`config.mk`:
```
export PLATFORM = sky130hd
export DESIGN_NAME = sensor_reply_frame_parser
export DESIGN_NICKNAME = d
export VERILOG_FILES = /design/src/rtl/core/srfp_pkg.sv /design/src/rtl/core/srfp_ctrl.sv /design/src/rtl/core/srfp_dp.sv /design/src/rtl/core/sensor_reply_frame_parser.sv
export SDC_FILE = /design/constraint.sdc
export NUM_CORES = 1
export LEC_CHECK = 0
export ABC_AREA = 1
export BUFFER_PORTS_ARGS = -buffer_cell sky130_fd_sc_hd__buf_2
export CAP_MARGIN = 10
export CORE_ASPECT_RATIO = 1.25
export CORE_MARGIN = 2
export CORE_UTILIZATION = 55
export DETAILED_ROUTE_END_ITERATION = 8
export PLACE_DENSITY = 0.77
export SLEW_MARGIN = 20
export SYNTH_ARGS = -nofsm -noshare
export SYNTH_HDL_FRONTEND = slang
export SYNTH_SLANG_ARGS = --single-unit
```
`constraint.sdc`:
```
create_clock -name i_clk -period 4.34 [get_ports i_clk]
set_input_delay 0.868 -clock i_clk [delete_from_list [all_inputs] [get_ports i_clk]]
set_output_delay 0.868 -clock i_clk [all_outputs]
set_load 0.05 [all_outputs]
```
`src/rtl/core/srfp_pkg.sv`:
```
`timescale 1ns / 1ps

package srfp_pkg;

    // Payload buffer sizing.
    localparam int MAX_PAYLOAD_WORDS = 8;
    localparam int IDX_W             = $clog2(MAX_PAYLOAD_WORDS);
    localparam int POS_W             = $clog2(MAX_PAYLOAD_WORDS + 1);
    localparam int COUNT_W           = 4;
    localparam int WIDX_W            = 3;

    // Head bytes.
    localparam logic [7:0] HEAD_OK    = 8'hAA;
    localparam logic [7:0] HEAD_FAULT = 8'hEE;

    // Configuration register indexes.
    localparam logic CFG_MATCH_ENABLE = 1'b0;
    localparam logic CFG_MATCH_REG    = 1'b1;
    localparam logic [15:0] MATCH_REG_RESET = 16'd34;

    // Header byte positions after the head byte.
    localparam logic [2:0] HDR_ADDR     = 3'd0;
    localparam logic [2:0] HDR_REG_HI   = 3'd1;
    localparam logic [2:0] HDR_REG_LO   = 3'd2;
    localparam logic [2:0] HDR_COUNT_HI = 3'd3;
    localparam logic [2:0] HDR_COUNT_LO = 3'd4;

    typedef enum logic [2:0] {
        S_HUNT,
        S_HEADER,
        S_PAY_HI,
        S_PAY_LO,
        S_CHECK,
        S_EMIT
    } t_state;

    // Commands from the controller to the datapath.
    typedef struct packed {
        logic head;       // head byte seen: latch kind, clear sum and header index
        logic hdr_step;   // header byte
        logic pay_hi;     // payload high byte
        logic pay_lo;     // payload low byte, write buffer
        logic abort;      // deadline: clear header index
        logic emit_start; // checksum passed: rewind read index
        logic emit_load;  // load one word into the output register
    } t_cmd;

    // Status from the datapath to the controller.
    typedef struct packed {
        logic is_head;
        logic hdr_last;
        logic count_ok;
        logic words_done;
        logic frame_pass;
        logic emit_last;
        logic out_free;
    } t_status;

endpackage

```
`src/rtl/core/srfp_ctrl.sv`:
```
`timescale 1ns / 1ps

module srfp_ctrl
    import srfp_pkg::*;
(
    input  logic    i_clk,
    input  logic    i_rst_n,
    input  logic    i_in_valid,
    input  logic    i_func,
    input  t_status i_status,
    output logic    o_in_stall,
    output t_cmd    o_cmd,
    output t_state  o_state
);

    t_state r_state;
    t_state n_state;
    logic   accept;

    always_ff @(posedge i_clk) begin
        if (!i_rst_n) begin
            r_state <= S_HUNT;
        end else begin
            r_state <= n_state;
        end
    end

    assign o_in_stall = (r_state == S_EMIT);
    assign accept     = i_in_valid && !o_in_stall;
    assign o_state    = r_state;

    always_comb begin
        n_state = r_state;
        o_cmd   = '0;
        if (r_state == S_EMIT) begin
            if (i_status.out_free) begin
                o_cmd.emit_load = 1'b1;
                if (i_status.emit_last) begin
                    n_state = S_HUNT;
                end
            end
        end else if (accept && i_func) begin
            o_cmd.abort = 1'b1;
            n_state     = S_HUNT;
        end else if (accept) begin
            case (r_state)
                S_HUNT: begin
                    if (i_status.is_head) begin
                        o_cmd.head = 1'b1;
                        n_state    = S_HEADER;
                    end
                end
                S_HEADER: begin
                    o_cmd.hdr_step = 1'b1;
                    if (i_status.hdr_last) begin
                        n_state = i_status.count_ok ? S_PAY_HI : S_HUNT;
                    end
                end
                S_PAY_HI: begin
                    o_cmd.pay_hi = 1'b1;
                    n_state      = S_PAY_LO;
                end
                S_PAY_LO: begin
                    o_cmd.pay_lo = 1'b1;
                    n_state      = i_status.words_done ? S_CHECK : S_PAY_HI;
                end
                S_CHECK: begin
                    if (i_status.frame_pass) begin
                        o_cmd.emit_start = 1'b1;
                        n_state          = S_EMIT;
                    end else begin
                        n_state = S_HUNT;
                    end
                end
                default: begin
                    n_state = S_HUNT;
                end
            endcase
        end
    end

endmodule

```
`src/rtl/core/srfp_dp.sv`:
```
`timescale 1ns / 1ps

module srfp_dp
    import srfp_pkg::*;
(
    input  logic                i_clk,
    input  logic                i_rst_n,
    input  t_cmd                i_cmd,
    input  logic [7:0]          i_rx_byte,
    input  logic                i_cfg_we,
    input  logic                i_cfg_idx,
    input  logic [15:0]         i_cfg_data,
    input  logic                i_out_stall,
    output t_status             o_status,
    output logic                o_out_valid,
    output logic                o_is_error,
    output logic [7:0]          o_device_addr,
    output logic [15:0]         o_reg_addr,
    output logic [COUNT_W-1:0]  o_word_count,
    output logic [WIDX_W-1:0]   o_word_index,
    output logic [15:0]         o_word_value,
    output logic                o_last
);

    logic               r_match_enable;
    logic [15:0]        r_match_reg;
    logic [2:0]         r_hdr_idx;
    logic               r_err_frame;
    logic [7:0]         r_frame_addr;
    logic [15:0]        r_frame_reg;
    logic [COUNT_W-1:0] r_frame_words;
    logic [POS_W-1:0]   r_word_pos;
    logic [7:0]         r_hold;
    logic [7:0]         r_sum;
    logic [IDX_W-1:0]   r_emit_idx;
    logic [15:0]        r_store [MAX_PAYLOAD_WORDS];
    logic               r_out_valid;
    logic [7:0]         sum_next;
    logic [COUNT_W-1:0] emit_next;
    logic [POS_W-1:0]   pos_next;

    assign sum_next  = r_sum + i_rx_byte;
    assign emit_next = COUNT_W'(r_emit_idx) + COUNT_W'(1);
    assign pos_next  = r_word_pos + POS_W'(1);

    always_ff @(posedge i_clk) begin
        if (!i_rst_n) begin
            r_match_enable <= 1'b0;
            r_match_reg    <= MATCH_REG_RESET;
        end else if (i_cfg_we) begin
            if (i_cfg_idx == CFG_MATCH_ENABLE) begin
                r_match_enable <= i_cfg_data[0];
            end else begin
                r_match_reg <= i_cfg_data;
            end
        end
    end

    always_ff @(posedge i_clk) begin
        if (!i_rst_n) begin
            r_hdr_idx <= HDR_ADDR;
        end else if (i_cmd.head || i_cmd.abort) begin
            r_hdr_idx <= HDR_ADDR;
        end else if (i_cmd.hdr_step) begin
            r_hdr_idx <= (r_hdr_idx == HDR_COUNT_LO) ? HDR_ADDR : r_hdr_idx + 3'd1;
        end
    end

    always_ff @(posedge i_clk) begin
        if (i_cmd.head) begin
            r_err_frame <= (i_rx_byte == HEAD_FAULT);
            r_sum       <= '0;
        end
        if (i_cmd.hdr_step || i_cmd.pay_hi || i_cmd.pay_lo) begin
            r_sum <= sum_next;
        end
        if (i_cmd.hdr_step) begin
            case (r_hdr_idx)
                HDR_ADDR:     r_frame_addr       <= i_rx_byte;
                HDR_REG_HI:   r_frame_reg        <= {i_rx_byte, 8'h00};
                HDR_REG_LO:   r_frame_reg[7:0]   <= i_rx_byte;
                HDR_COUNT_HI: r_hold             <= i_rx_byte;
                default: begin
                    // The count is only used after it passed the plausibility check.
                    r_frame_words <= i_rx_byte[COUNT_W-1:0];
                    r_word_pos    <= '0;
                end
            endcase
        end
        if (i_cmd.pay_hi) begin
            r_hold <= i_rx_byte;
        end
        if (i_cmd.pay_lo) begin
            r_store[r_word_pos[IDX_W-1:0]] <= {r_hold, i_rx_byte};
            r_word_pos                     <= pos_next;
        end
        if (i_cmd.emit_start) begin
            r_emit_idx <= '0;
        end
        if (i_cmd.emit_load) begin
            r_emit_idx <= r_emit_idx + IDX_W'(1);
        end
    end

    // Output register: holds a full snapshot, so the next frame may start
    // while the final word still waits downstream.
    always_ff @(posedge i_clk) begin
        if (!i_rst_n) begin
            r_out_valid <= 1'b0;
        end else if (i_cmd.emit_load) begin
            r_out_valid <= 1'b1;
        end else if (!i_out_stall) begin
            r_out_valid <= 1'b0;
        end
    end

    always_ff @(posedge i_clk) begin
        if (i_cmd.emit_load) begin
            o_is_error    <= r_err_frame;
            o_device_addr <= r_frame_addr;
            o_reg_addr    <= r_frame_reg;
            o_word_count  <= r_frame_words;
            o_word_index  <= WIDX_W'(r_emit_idx);
            o_word_value  <= r_store[r_emit_idx];
            o_last        <= (emit_next == r_frame_words);
        end
    end

    assign o_out_valid = r_out_valid;

    always_comb begin
        o_status.is_head    = (i_rx_byte == HEAD_OK) || (i_rx_byte == HEAD_FAULT);
        o_status.hdr_last   = (r_hdr_idx == HDR_COUNT_LO);
        o_status.count_ok   = (r_hold == 8'h00) && (i_rx_byte != 8'h00)
                              && (i_rx_byte <= 8'(MAX_PAYLOAD_WORDS));
        o_status.words_done = (COUNT_W'(pos_next) >= r_frame_words);
        o_status.frame_pass = (i_rx_byte == r_sum)
                              && (r_err_frame || !r_match_enable
                                  || (r_frame_reg == r_match_reg));
        o_status.emit_last  = (emit_next == r_frame_words);
        o_status.out_free   = !r_out_valid || !i_out_stall;
    end

endmodule

```
`src/rtl/core/sensor_reply_frame_parser.sv`:
```
`timescale 1ns / 1ps

// Sensor reply frame parser. Each input word is either a received serial byte
// (i_func low) or a deadline notice (i_func high) that abandons any partial
// frame. The parser hunts for a head byte, 0xAA for an ok reply or 0xEE for an
// error reply, reads the five header bytes (address, 16-bit register and
// 16-bit word count, high byte first), buffers up to eight payload words and
// checks the modulo-256 sum of every byte after the head against the checksum
// byte. A good frame is delivered as a run of output words, one per payload
// word, with the header fields repeated on each and o_last marking the final
// one; a bad checksum, an implausible count or the optional register filter
// drops the frame without any output. Error frames always pass the filter.
// An input word is taken whenever o_in_stall is low. After a passing checksum
// byte the parser drains the buffer into the output register, one word per
// cycle while the output side is not stalled, and holds the input off until
// the drain is done; o_in_stall is high during that drain. The final word
// sits in its own output register, so the next frame can begin while it
// waits. Configuration (index 0: match enable, index 1: match register,
// reset 34) should be written only while the parser is idle.

module sensor_reply_frame_parser
    import srfp_pkg::*;
(
    input  logic                i_clk,
    input  logic                i_rst_n,
    input  logic                i_cfg_we,
    input  logic                i_cfg_idx,
    input  logic [15:0]         i_cfg_data,
    input  logic                i_in_valid,
    output logic                o_in_stall,
    input  logic                i_func,
    input  logic [7:0]          i_rx_byte,
    output logic                o_out_valid,
    input  logic                i_out_stall,
    output logic                o_is_error,
    output logic [7:0]          o_device_addr,
    output logic [15:0]         o_reg_addr,
    output logic [COUNT_W-1:0]  o_word_count,
    output logic [WIDX_W-1:0]   o_word_index,
    output logic [15:0]         o_word_value,
    output logic                o_last
);

    t_cmd    cmd;
    t_status status;
    t_state  state;

    // The controller sequences the frame; the datapath holds every field.
    srfp_ctrl u_ctrl (
        .i_clk      (i_clk),
        .i_rst_n    (i_rst_n),
        .i_in_valid (i_in_valid),
        .i_func     (i_func),
        .i_status   (status),
        .o_in_stall (o_in_stall),
        .o_cmd      (cmd),
        .o_state    (state)
    );

    srfp_dp u_dp (
        .i_clk         (i_clk),
        .i_rst_n       (i_rst_n),
        .i_cmd         (cmd),
        .i_rx_byte     (i_rx_byte),
        .i_cfg_we      (i_cfg_we),
        .i_cfg_idx     (i_cfg_idx),
        .i_cfg_data    (i_cfg_data),
        .i_out_stall   (i_out_stall),
        .o_status      (status),
        .o_out_valid   (o_out_valid),
        .o_is_error    (o_is_error),
        .o_device_addr (o_device_addr),
        .o_reg_addr    (o_reg_addr),
        .o_word_count  (o_word_count),
        .o_word_index  (o_word_index),
        .o_word_value  (o_word_value),
        .o_last        (o_last)
    );

`ifndef NO_ASSERTIONS
    // A word on the output always lies inside its frame.
    a_index_in_frame: assert property (@(posedge i_clk) disable iff (!i_rst_n)
        o_out_valid |-> (o_word_count != '0) && (COUNT_W'(o_word_index) < o_word_count))
        else $error("output word index outside its frame");

    // The last flag marks exactly the final word of the run.
    a_last_position: assert property (@(posedge i_clk) disable iff (!i_rst_n)
        o_out_valid |-> (o_last == (COUNT_W'(o_word_index) + COUNT_W'(1) == o_word_count)))
        else $error("last flag on the wrong word");

    // Within a run, a taken word is followed at once by the next one.
    a_run_unbroken: assert property (@(posedge i_clk) disable iff (!i_rst_n)
        o_out_valid && !i_out_stall && !o_last |=> o_out_valid)
        else $error("gap inside an output run");

    // No input word is taken while a frame is draining.
    a_drain_holds_input: assert property (@(posedge i_clk) disable iff (!i_rst_n)
        (state == S_EMIT) |-> o_in_stall && !cmd.head && !cmd.hdr_step && !cmd.pay_lo)
        else $error("input consumed during drain");
`endif

endmodule
```
Yosys cells after proc, flatten, opt, wreduce, memory -nomap -nowiden
Memories as Yosys holds them, arrays and structs flattened. A register that Yosys moved wholly into a read port is not among the register bits. Cells that the tools add are included.

Word-level logic and storage cells: 131. Memories: 1. Output and inout bits: 51. Memory bits (writable): 128. Flip-flop bits (word level): 109. Input port bits: 31.

$lt $le $gt $ge: 2. Add/sub/neg operators: 5. Bitwise gates (word level): 3. Mux-type cells: 42. Equal/unequal tests: 20. Reductions and logical operators: 38.

Memory list: u_dp.r_store (depth 8, width 16, rd ports 1, clocked after Yosys merged registers in 1, write ports 1, RTL line srfp_dp.sv:36) `logic [15:0] r_store [MAX_PAYLOAD_WORDS];`.

Operators with widths (number): 2-to-1 mux 8 bit (5); 2-to-1 mux 3 bit (12); 2-to-1 mux 4 bit (5); equality test 16 bit (1); equality test 8 bit (second input constant) (2); 2-to-1 mux 1 bit (16); one-hot mux 8 bit (2 select lines) (1); AND reduction 2 bit (8); one-hot mux 3 bit (5 select lines) (1); equality test 3 x 2 -> 1 bit (second input constant) (4); nonzero test 2 bit (6); equality test 3 bit (second input constant) (3); adder 8 bit (1); equality test 8 bit (1); <= comparator 8 x 4 -> 1 bit (second input constant) (1); zero test 8 bit (1); != test 4 x 2 -> 1 bit (second input constant) (2); nonzero test 8 bit (1); logical OR 1 bit (7); adder 3 x 1 -> 3 bit (second input constant) (2); equality test 3 x 1 -> 1 bit (second input constant) (2); zero test 3 bit (2); 2-to-1 mux 6 bit (1); logical AND 1 bit (5); 13 further kinds (20).

Longest topological paths before layout
Gate-level depths: netlist of the first run.

Word-level depth: 12. Mapped depth: 12. Gate-level depth less buffers: 12.

By module
A second synthesis of the first run with hierarchy kept.

Cells, all modules: 851. Area, all modules: 10341.2 sq um.

By module, submodules not included: srfp_dp (times used 1, seq. area each 7297.0 sq um, area each 9985.8 sq um, cells each 790); srfp_ctrl (times used 1, seq. area each 60.1 sq um, area each 355.3 sq um, cells each 61).

Worst setup path before layout of the first run
OpenSTA, ideal clock, no wires.

Path kind: in2reg. Start: input i_in_valid. End: memory u_dp.r_store[5][0] (enable). Cell stages on the path: 4. Slack: 1.143 ns. Required time: 3.910 ns. Arrival time: 2.766 ns. Buffers on the path: 0. Setup time: 0.430 ns. Cell sequence: nand2_4 -> nor2_4 -> nand2_2 -> nor4_1.

Cells in the longest elaborated chain, start to end: 6. Elaborated cells on any way between the ends: 7. Those cells by class: mux: 5; reduce/logical: 2.

RTL lines: start, declared (RTL line sensor_reply_frame_parser.sv:29) `input logic i_in_valid,`; logical AND 1 bit * (RTL line srfp_ctrl.sv:29) `assign accept = i_in_valid && !o_in_stall;`; 2-to-1 mux 4 bit / logical AND 1 bit (equally long branches) (RTL line srfp_ctrl.sv:45, srfp_ctrl.sv:42); 2-to-1 mux 4 bit * (RTL line srfp_ctrl.sv:42) `end else if (accept && i_func) begin`; 2-to-1 mux 6 bit * (RTL line srfp_ctrl.sv:35) `if (r_state == S_EMIT) begin`; 2-to-1 mux 1 bit * (RTL line srfp_dp.sv:93) `if (i_cmd.pay_lo) begin`; 2-to-1 mux 1 bit (implied by the code) * (RTL line srfp_dp.sv:94) `r_store[r_word_pos[IDX_W-1:0]] <= {r_hold, i_rx_byte};`; end, declared (RTL line srfp_dp.sv:36).

Mark *: on every way between the ends. The rest lies on a longest branch, timed or not.

Final worst setup path of the first run
Start: register u_ctrl.r_state[2] (netlist: u_ctrl.o_state[2]). End: register u_dp.r_frame_addr[3] (enable).

Cells in the longest elaborated chain, start to end: 7. Elaborated cells on any way between the ends: 10. Those cells by class: eq/ne: 2; mux: 4; reduce/logical: 4.

RTL lines: start, declared (RTL line srfp_ctrl.sv:16) `t_state r_state;`; start signal, assigned (RTL line srfp_ctrl.sv:24) `r_state <= n_state;`; equality test 3 bit (RTL line srfp_ctrl.sv:28, srfp_ctrl.sv:35); zero test 1 bit (RTL line srfp_ctrl.sv:29); logical AND 1 bit (RTL line srfp_ctrl.sv:29); 2-to-1 mux 4 bit / logical AND 1 bit (equally long branches) (RTL line srfp_ctrl.sv:45, srfp_ctrl.sv:42); 2-to-1 mux 4 bit (RTL line srfp_ctrl.sv:42); 2-to-1 mux 6 bit * (RTL line srfp_ctrl.sv:35); AND reduction 2 bit (no source line) *; end signal, assigned (RTL line srfp_dp.sv:79) `HDR_ADDR: r_frame_addr <= i_rx_byte;`; end, declared (RTL line srfp_dp.sv:29) `logic [7:0] r_frame_addr;`.

Marks and branches as above. A chain may end at the register's enable or synchronous reset.

==> results of run 1 <==
synthesized netlist by cell type:
master    number  area (um^2)
and3_2         1         7.51
nor2_2         1         6.26
nor2_1       185          694
ha_1          18          225
edfxtp_1     229         6880
nand2_1       93          349
o21ai_0       84          420
a211oi_1       1         7.51
or2_2          1         6.26
buf_1          2         7.51
nand4_1        8         50.1
buf_2          7         35.0
nor3_1         6         30.0
o21a_1         2         15.0
buf_6          1         11.3
a21o_1         1         7.51
nor4_1         3         18.8
nor3_2         2         20.0
inv_1         69          259
inv_2          9         33.8
nand3_1       14         70.1
clkbuf_1      18         67.6
xor2_1         2         17.5
o21ai_1        4         20.0
buf_4          1         7.51
fa_1           1         20.0
o22ai_1       16          100
a31oi_1       17          106
a21oi_4        1         16.3
a21oi_1       30          150
nand4_2        1         12.5
nand2_4        2         22.5
nand2_2        3         18.8
o21bai_1       2         15.0
o211ai_1       2         15.0
nor2_4         3         33.8
dfxtp_1       24          480
nand3_4        1         17.5
nand3_2        2         20.0
a211oi_2       3         37.5
placed cells by master (no fill, tap or decap), types with 2 or more instances in the layout:
cell       instances
o22ai_1           16
bufinv_16          4
nor2_4             3
nand2_4            2
a21oi_1           30
nor4_2             2
o21a_1             2
a31oi_1           17
nor2_1           184
nand2_2            3
o211ai_1           2
o21ai_0           84
inv_1             69
inv_2              9
nor2_2             2
o21ai_1            4
edfxtp_1         229
nand3_2            2
xor2_1             2
nand2_1           93
o21bai_1           2
nor3_2             4
buf_2             81
buf_4              9
nor3_1             3
a211oi_2           3
nand4_1            8
clkbuf_16         25
clkbuf_1           7
ha_1              18
clkinv_1           4
dfxtp_1           24
nand3_1           14
layout make-up:
cell class	count	area share, %
clock buffer	32	5.52
clock inverter	10	1.26
inverter	78	2.48
multi-input combinational	510	21.9
sequential	253	62.3
tap	232	2.46
timing repair buffer	90	4.01
per-stage QoR:
| step | setup WS (ps) | hold WS (ps) | util, % | power (mW) | instance area, um^2 |
|---|---|---|---|---|---|
| 6_report | 1910 | 427 | 63.6 | 4.92 | 11800 |
| 3_3_place_gp | 1570 | 402 | 59.2 | 2.83 | 11000 |
| 5_1_grt | 1750 | 448 | 63.6 | 5.04 | 11800 |
| 2_1_floorplan | 1140 | 400 | - | 2.78 | 10300 |
| 4_1_cts | 1890 | 430 | 63.6 | 4.94 | 11800 |
| 3_5_place_dp | 1520 | 415 | 59.2 | 2.83 | 11000 |
power by group:
| group | total, mW | internal (mW) | leakage [nW] | switching [mW] |
|---|---|---|---|---|
| Sequential | 2.66 | 2.65 | 2.26 | 0.00932 |
| Combinational | 0.123 | 0.0395 | 1.78 | 0.0839 |
| Clock | 2.14 | 1.29 | 0.388 | 0.853 |
| Total | 4.92 | 3.98 | 4.43 | 0.946 |
worst max-delay path by stage:
stage	endpoint	slack [ps]	cells past startpoint
final	u_dp.r_frame_addr[3]$_DFFE_PP_	1910	5
after global placement	u_dp.r_frame_addr[2]$_DFFE_PP_	1570	5
after global routing	u_dp.r_frame_addr[0]$_DFFE_PP_	1750	5
after CTS	u_dp.r_frame_addr[1]$_DFFE_PP_	1890	5
after floorplan	u_dp.r_store[5][0]$_DFFE_PP_	1140	4
after detailed placement	u_dp.r_frame_addr[4]$_DFFE_PP_	1520	5
layer usage:
layer  vias up  GRT usage (%)
met5         -              0
met1      3261           27.2
li1       3214              -
met2       231           39.9
met4         0           7.33
met3        45           3.16
worst register-to-register path, cell delays in order, from the launching register on:
cell     delay [ps]
dfxtp_1         420
nand3_4         180
nand2_4          70
nor2_4          140
nand4_2         300
nor3_1          940
cell families (layout without fill, tap and decap cells):
kind of cell             Yosys count  in the layout  share of synthesized area, %
AND/OR/NAND/NOR                  326            326                          13.3
flip-flops                       253            253                          71.2
AO/OA/AOI/OAI                    163            163                          8.82
XOR/XNOR                           2              2                         0.170
adder cells (fa/ha/maj)           19             19                          2.37
buffers and inverters            107            210                          4.08
==> metrics, run 1 <==
Routed Antenna Nets 0; worst path buffer plus inverter count 0; Largest delay share family, worst path simple AND/OR/NAND/NOR gates; pin count of the biggest net entering global routing 71; area grow syn2layout 14.2%; R2R Path End u_dp.r_frame_addr[3]$_DFFE_PP_; nets slightly above 1000; worst hold path startpoint u_dp.r_frame_addr[5]$_DFFE_PP_; part of the cycle the worst path needs 56.1%; clk_lat worst skew a little over 500 ps; WL met1 around 8.8 mm; root buf cell clkbuf_16; CTS tree done; r2r startpoint u_ctrl.o_state[2]$_SDFFE_PN0P_; final std cells w/o fill between 1000 and 1500; Iteration-0 DRC Markers between 600 and 700; PwrDens between 400 and 500 nW/um^2; Worst Tran Pin Value ~1100 ps; status finished clean; CP startpoint u_ctrl.o_state[2]$_SDFFE_PN0P_; WL final between 20 and 25 mm; maxcap violations 0; Net Count, Synth between 900 and 1000; placed cell count between 1000 and 1500; Cell Area, Synth between 10000 and 15000 um^2; Max VDD drop ~0.32 mV; peak fanout along the critical path 12; Vias/cell around 5.6; Max Clock Freq 411 MHz; critical path's largest stage delay 940 ps; RSZ-0062 raised after global routing false; die width 127 um; Longest Clk Path Bufs 3; DR vias 6751; # fillers ~1300; input/output buffers 81; Remaining DRCs 0; met3 wire len between 1 and 1.5 mm; setup bufs post-CTS 0; GR Overflow Total 0; Avg Cell Area, Syn 11.9 um^2; vias in the first global route about 6600; IO Count 82; placement row count 56; met2 WL ~12 mm; total die area about 20000 um^2; Req. time, crit path between 4000 and 5000 ps; Netlist cell types 40; Worst slew margin between 20% and 30%; Worst Setup End Kind register; first-pass GRT wire length around 34 mm; Crit-path slowest cell nor3_1; Final Critical Period about 2400 ps; Worst R2R Setup Slack around 1900 ps; GPL Wtd Cong roughly 0.9; Hold Vio Cnt, Final 0; CP Data Arrival Time 2570 ps; max FFs per register between 100 and 150; Setup CP Type register to register; initial antenna violation count 0; CTS Buf Count 24; Worst Setup Start Kind register; n_diodes 0; H-tree depth 1; top routing layer in use met4; clock skew about 13 ps; Final Setup Violations 0; hold path depth 0; CTS Sinks approximately 250; P_leak approximately 4.4 nW; Core ar. roughly 19000 um^2; multi-input logic area 2590 um^2; Synth Register Bits roughly 250; hpwl dp 13.5 mm; Die H 157 um; final-report max-slew violation count 0; post-synthesis sequential area ratio between 70% and 80%; first-pass detailed-route iteration total 5; CTS resizes 0; Hold WC Path Type register to register; Setup TNS 0 ps; initial core utilization 55.6%; Mapped Cells 870; reg2reg path depth 5; register area roughly 7400 um^2; layout cells sized above 1 around 16%; hold endpoint u_dp.o_device_addr[5]$_DFFE_PP_; Total GRT Usage roughly 22%; Cell Chain, Critical Path nand3_4, nand2_4, nor2_4, nand4_2, nor3_1; CTS Hold Buffers Added 0; clock-pin transition on the worst setup and hold timing paths around 60 ps; routed len/inst roughly 18 um; Ys Warns 0
Power figures use the tool's default switching activity.
==> run 2, diff against run 1 <==
==> constraint.sdc (replaced) <==
create_clock -name i_clk -period 2.5 [get_ports i_clk]
set_input_delay 0.5 -clock i_clk [delete_from_list [all_inputs] [get_ports i_clk]]
set_output_delay 0.5 -clock i_clk [all_outputs]
set_load 0.05 [all_outputs]
==> run 2 against run 1 <==
Sequential share of layout area fell by 0.68 points. Largest power group unchanged. Register-to-register slack got worse by 1500 ps. Maximum frequency grew 19%. Largest cell class unchanged. Worst hold slack got worse by 250 ps. Die area unchanged.
==> metrics, run 2 (synthesized netlist as in run 1, its figures left out) <==
commonest cells after routing, fill and taps aside edfxtp_1 (229), nor2_1 (185), nand2_1 (93); CP Data Arrival Time 2480 ps (-90 ps); RSZ-0062 raised after global routing false; Core ar. 18600 um^2 (unchanged); Worst Setup Start Kind register; post-layout total power 8.39 mW (+70%); CTS tree done; final-report max-slew violation count 0 (unchanged); P_leak 4.51 nW (+1.8%); n_diodes 0 (unchanged); Worst Setup End Kind register; Worst slew margin 68.7% (+42 points); IO Count 82 (unchanged); CTS Hold Buffers Added 0 (unchanged); Setup TNS 0 ps (unchanged); Hold Vio Cnt, Final 0 (unchanged); final hold slack 180 ps (-246 ps); Max VDD drop 0.477 mV (+48%); Worst Tran Pin Value 470 ps (-618 ps); pin count of the biggest net entering global routing 46 (-35%); WL final 22.2 mm (+0.69%); Cell Chain, Critical Path nand3_1, xor2_1, inv_1, ha_1, a21oi_1, nand4_1, o211ai_1, nand2_1, a21oi_1; Setup CP Type register to register; Total GRT Usage 22.8% (+0.77 points); CTS Sinks 253 (unchanged); critical path's largest stage delay 530 ps (-410 ps); vias in the first global route 6841 (+3.1%); hpwl dp 14.0 mm (+3.3%); layout cells sized above 1 17.9% (+1.8 points); Worst R2R Setup Slack 450 ps (-1460 ps); placement row count 56 (unchanged); placed cell count 1184 (+1.8%); peak fanout along the critical path 8 (-4); total die area 19900 um^2 (unchanged); routed len/inst 18.1 um (-1.0%); final std cells w/o fill 1226 (+1.7%); clk_lat worst skew 530 ps (+20 ps); post-layout util 64.3% (+0.70 points); CTS resizes 0 (unchanged); DR vias 6802 (+0.76%); first-pass detailed-route iteration total 5 (unchanged); reg2reg path depth 9 (+4); nets 1028 (+2.1%); first-pass GRT wire length 35.2 mm (+3.3%); die width 127 um (unchanged); Routed Antenna Nets 0 (unchanged); GPL Wtd Cong 0.889 (-1.5%); Hold WC Path Type input pin to register; clock skew 27.9 ps (+14.5 ps); root buf cell clkbuf_16; CTS Buf Count 24 (unchanged); Max Clock Freq 488 MHz (+19%); setup bufs post-CTS 0 (unchanged); hold path depth 3 (+3); H-tree depth 1 (unchanged); input/output buffers 81 (unchanged); Req. time, crit path 2930 ps (-1540 ps); status finished clean; GR Overflow Total 0 (unchanged); Largest delay share family, worst path flip-flops; Crit path top cell by count a21oi_1; Remaining DRCs 0 (unchanged); Crit-path slowest cell edfxtp_1; Final Setup Violations 0 (unchanged); Longest Clk Path Bufs 3 (unchanged); maxcap violations 0 (unchanged); max FFs per register 128 (unchanged); critical path depth in cells 9 (+4); clock-pin transition on the worst setup and hold timing paths 60 ps (about the same); area grow syn2layout 15.5%; worst path buffer plus inverter count 1 (+1); Final Critical Period 2050 ps (-385 ps); Die H 157 um (unchanged); Iteration-0 DRC Markers 630 (-6.9%); initial antenna violation count 1 (+1); Vias/cell 5.55 (-0.97%); part of the cycle the worst path needs 82.0% (+26 points); initial core utilization 55.6% (unchanged); PwrDens 703 nW/um^2 (+69%); commonest non-fill, non-tap cell in the layout edfxtp_1
[run 2: cell count changes in the layout (fill, tap and decap cells not counted), sizes merged]
cell,previous run,this run
clkbuf,32,28
clkinvlp,0,3
clkinv,5,8
bufinv,4,3
buf,90,111
inv,79,78
[run 2: path summary, 6_finish.rpt]
path / startpoint / end
worst max-delay path: u_dp.r_word_pos[1]$_SDFFCE_PN0P_ / u_ctrl.o_state[1]$_SDFFE_PN0P_
worst max register to register: u_dp.r_word_pos[1]$_SDFFCE_PN0P_ / u_ctrl.o_state[1]$_SDFFE_PN0P_
worst min register to register: u_dp.r_frame_addr[7]$_DFFE_PP_ / u_dp.o_device_addr[7]$_DFFE_PP_
worst min-delay path: i_cfg_data[1] / u_dp.r_match_reg[1]$_SDFFE_PN1P_
[run 2: area by class of cell]
class                   instances  area [um^2]
well taps                     232          290
clock inverters                14          154
flip-flops and latches        253         7360
clock buffers                  28          616
fillers                      1323         6640
inverters                      78          293
repair buffers                111          643
multi-input cells             510         2580
[run 2: worst min-delay path, cell delays in order]
cell     delay, ps
buf_2           70
nand2_1         40
nand3_1         60
[run 2: metal layers]
metal	up-vias	share of wire, %	track usage (%)
li1	3253	-	-
met1	3205	38	27.9
met2	281	52	39.7
met3	61	6.9	3.47
met4	2	3.2	11.1
met5	-	0.050	0
[run 2: metrics by stage]
stage	worst slack (ps)	instance area (um^2)
after global routing	304	11900
after floorplan	-420	10300
after global placement	316	11200
after detailed placement	230	11200
final	450	11900
after CTS	465	11900
[run 2: where the power goes]
group          leakage (nW)  switching, mW  internal (mW)
clock                 0.363           1.49           2.07
combinational          1.89          0.150         0.0766
sequential             2.26         0.0158           4.59
==> run 3, diff against run 2 <==
==> constraint.sdc (replaced) <==
create_clock -name i_clk -period 2 [get_ports i_clk]
set_input_delay 0.4 -clock i_clk [delete_from_list [all_inputs] [get_ports i_clk]]
set_output_delay 0.4 -clock i_clk [all_outputs]
set_load 0.05 [all_outputs]
==> run 3 against run 2 <==
Sequential cell count did not move. Non-clock buffer count grew 20. Setup slack got worse by 360 ps.
==> metrics, run 3 (synthesized netlist as in run 1, its figures left out) <==
placement row count 56 (unchanged); commonest cells after routing, fill and taps aside edfxtp_1 (229), nor2_1 (183), nand2_1 (92); n_diodes 0 (unchanged); maxcap violations 0 (unchanged); Worst Setup Start Kind register; GR Overflow Total 0 (unchanged); Longest Clk Path Bufs 3 (unchanged); Core ar. 18600 um^2 (unchanged); P_leak 4.65 nW (+3.2%); Max Clock Freq 525 MHz (+7.6%); Int Power 8.24 mW (+22%); status finished clean; CTS Hold Buffers Added 0 (unchanged); Worst slew margin 72.3% (+3.6 points); Worst R2R Setup Slack 90 ps (-360 ps); input/output buffers 81 (unchanged); # fillers 1297 (-2.0%); Worst Tran Pin Value 416 ps (-54.1 ps); Total GRT Usage 22.6% (-0.22 points); Crit-path slowest cell edfxtp_1; Max VDD drop 0.706 mV (+48%); Final Setup Violations 0 (unchanged); max FFs per register 128 (unchanged); clock skew 24.7 ps (-3.17 ps); hpwl dp 14.2 mm (+1.9%); met2 usage 41.1% (+1.4 points); root buf cell clkbuf_16; first-pass detailed-route iteration total 5 (unchanged); Psw 2.08 mW (+26%); initial core utilization 55.6% (unchanged); Vias/cell 5.52 (-0.43%); peak fanout along the critical path 4 (-4); met1 Track Usage GR 27.5% (-0.32 points); final-report max-slew violation count 0 (unchanged); post-layout total power 10.3 mW (+23%); die width 127 um (unchanged); Remaining DRCs 0 (unchanged); nets 1048 (+1.9%); IO Count 82 (unchanged); vias in the first global route 6747 (-1.4%); final std cells w/o fill 1247 (+1.7%); placed cell count 1202 (+1.5%); initial antenna violation count 0 (-1); post-layout util 65.8% (+1.6 points); commonest non-fill, non-tap cell in the layout edfxtp_1; routed len/inst 18.1 um (about the same); area grow syn2layout 18.4%; Setup CP Type register to register; Worst Setup End Kind register; critical path's largest stage delay 440 ps (-90 ps); switching part of the total 20.1% (+0.44 points); Cell Chain, Critical Path ha_1, or2_2, nand2_1, ha_1, nand4_1, nand4_1, o211ai_1, nand2_1, a21oi_1; layout cells sized above 1 20.4% (+2.5 points); total die area 19900 um^2 (unchanged); CTS Sinks 253 (unchanged); Hold WC Path Type input pin to register; part of the cycle the worst path needs 95.3% (+13 points); Iteration-0 DRC Markers 778 (+23%); Final Critical Period 1910 ps (-145 ps); Req. time, crit path 2450 ps (-480 ps); busiest layer in global routing met2; CTS tree done; pin count of the biggest net entering global routing 65 (+41%); Reg power frac 55.9% (+1.0 points); first-pass GRT wire length 34.9 mm (-0.88%); met3 Use GR 3.74% (+0.27 points); CP Data Arrival Time 2360 ps (-120 ps); logic gate share of total power 3.0% (+0.3 points); clock share of power 41.2% (-1.2 points); clk_lat worst skew 520 ps (about the same); Hold Vio Cnt, Final 0 (unchanged); clock-pin transition on the worst setup and hold timing paths 60 ps (about the same); GPL Wtd Cong 0.901 (+1.4%); H-tree depth 1 (unchanged); Routed Antenna Nets 0 (unchanged); PwrDens 844 nW/um^2 (+20%); CTS Buf Count 24 (unchanged); DR vias 6889 (+1.3%); WL final 22.6 mm (+1.8%); Die H 157 um (unchanged)
run 3: cell types whose count changed in the layout (fill, tap and decap cells not counted), sizes merged:
cell	previous run	this run
clkbuf	28	34
buf	111	131
clkinvlp	3	0
bufinv	3	1
run 3: layer usage:
layer,routed length [um],vias up
met2,11700,247
met1,8860,3293
met5,0,-
met4,493,0
met3,1510,48
li1,-,3301
run 3: what timing repair did:
action                                  in CTS  in global routing
hold endpoints to repair                     0                  0
gates resized for setup                      0                  3
endpoints found under the setup margin       0                  3
buffers inserted                             0                  2
run 3: area by class of cell:
| type | instances | area [um^2] | area share [%] |
|---|---|---|---|
| Clock buffer | 34 | 648 | 5.30 |
| Clock inverter | 9 | 80.1 | 0.655 |
| Inverter | 78 | 295 | 2.42 |
| Multi-Input combinational cell | 510 | 2630 | 21.5 |
| Sequential cell | 253 | 7360 | 60.2 |
| Tap cell | 232 | 290 | 2.37 |
| Timing Repair Buffer | 131 | 918 | 7.51 |
run 3: critical path, delay by kind of cell (launching register included):
family	cells	cell delay (ps)
simple gates	5	680
fa+ha+maj	2	490
flops	1	440
compound gates	2	240
run 3: worst paths after layout:
check | start | endpoint | cells after the start
setup reg to reg | u_dp.r_word_pos[0]$_SDFFCE_PN0P_ | u_ctrl.o_state[1]$_SDFFE_PN0P_ | 9
hold / removal | i_cfg_data[5] | u_dp.r_match_reg[5]$_SDFFE_PN1P_ | 3
setup / recovery | u_dp.r_word_pos[0]$_SDFFCE_PN0P_ | u_ctrl.o_state[1]$_SDFFE_PN0P_ | 9
hold reg to reg | u_dp.r_frame_addr[4]$_DFFE_PP_ | u_dp.o_device_addr[4]$_DFFE_PP_ | 0
run 3: per-stage QoR:
step,area (um^2),setup slack (ps),TNS [ps],hold WS [ps]
after floorplan,10400,-185,-6130,400
after global placement,11500,55.9,0,401
after detailed placement,11500,-24.3,-24.3,405
after CTS,12200,87.1,0,67.6
after global routing,12200,-22.6,-63.9,103
final,12200,94.7,0,74.8
run 3: power by group through the flow:
| stage | clock [mW] | combinational [mW] | sequential [mW] |
|---|---|---|---|
| after floorplan | 0 | 0.162 | 5.87 |
| after detailed placement | 0 | 0.299 | 5.88 |
| after CTS | 4.29 | 0.302 | 5.76 |
| final | 4.25 | 0.305 | 5.76 |
| after global routing | 4.49 | 0.341 | 5.76 |
| after global placement | 0 | 0.289 | 5.87 |
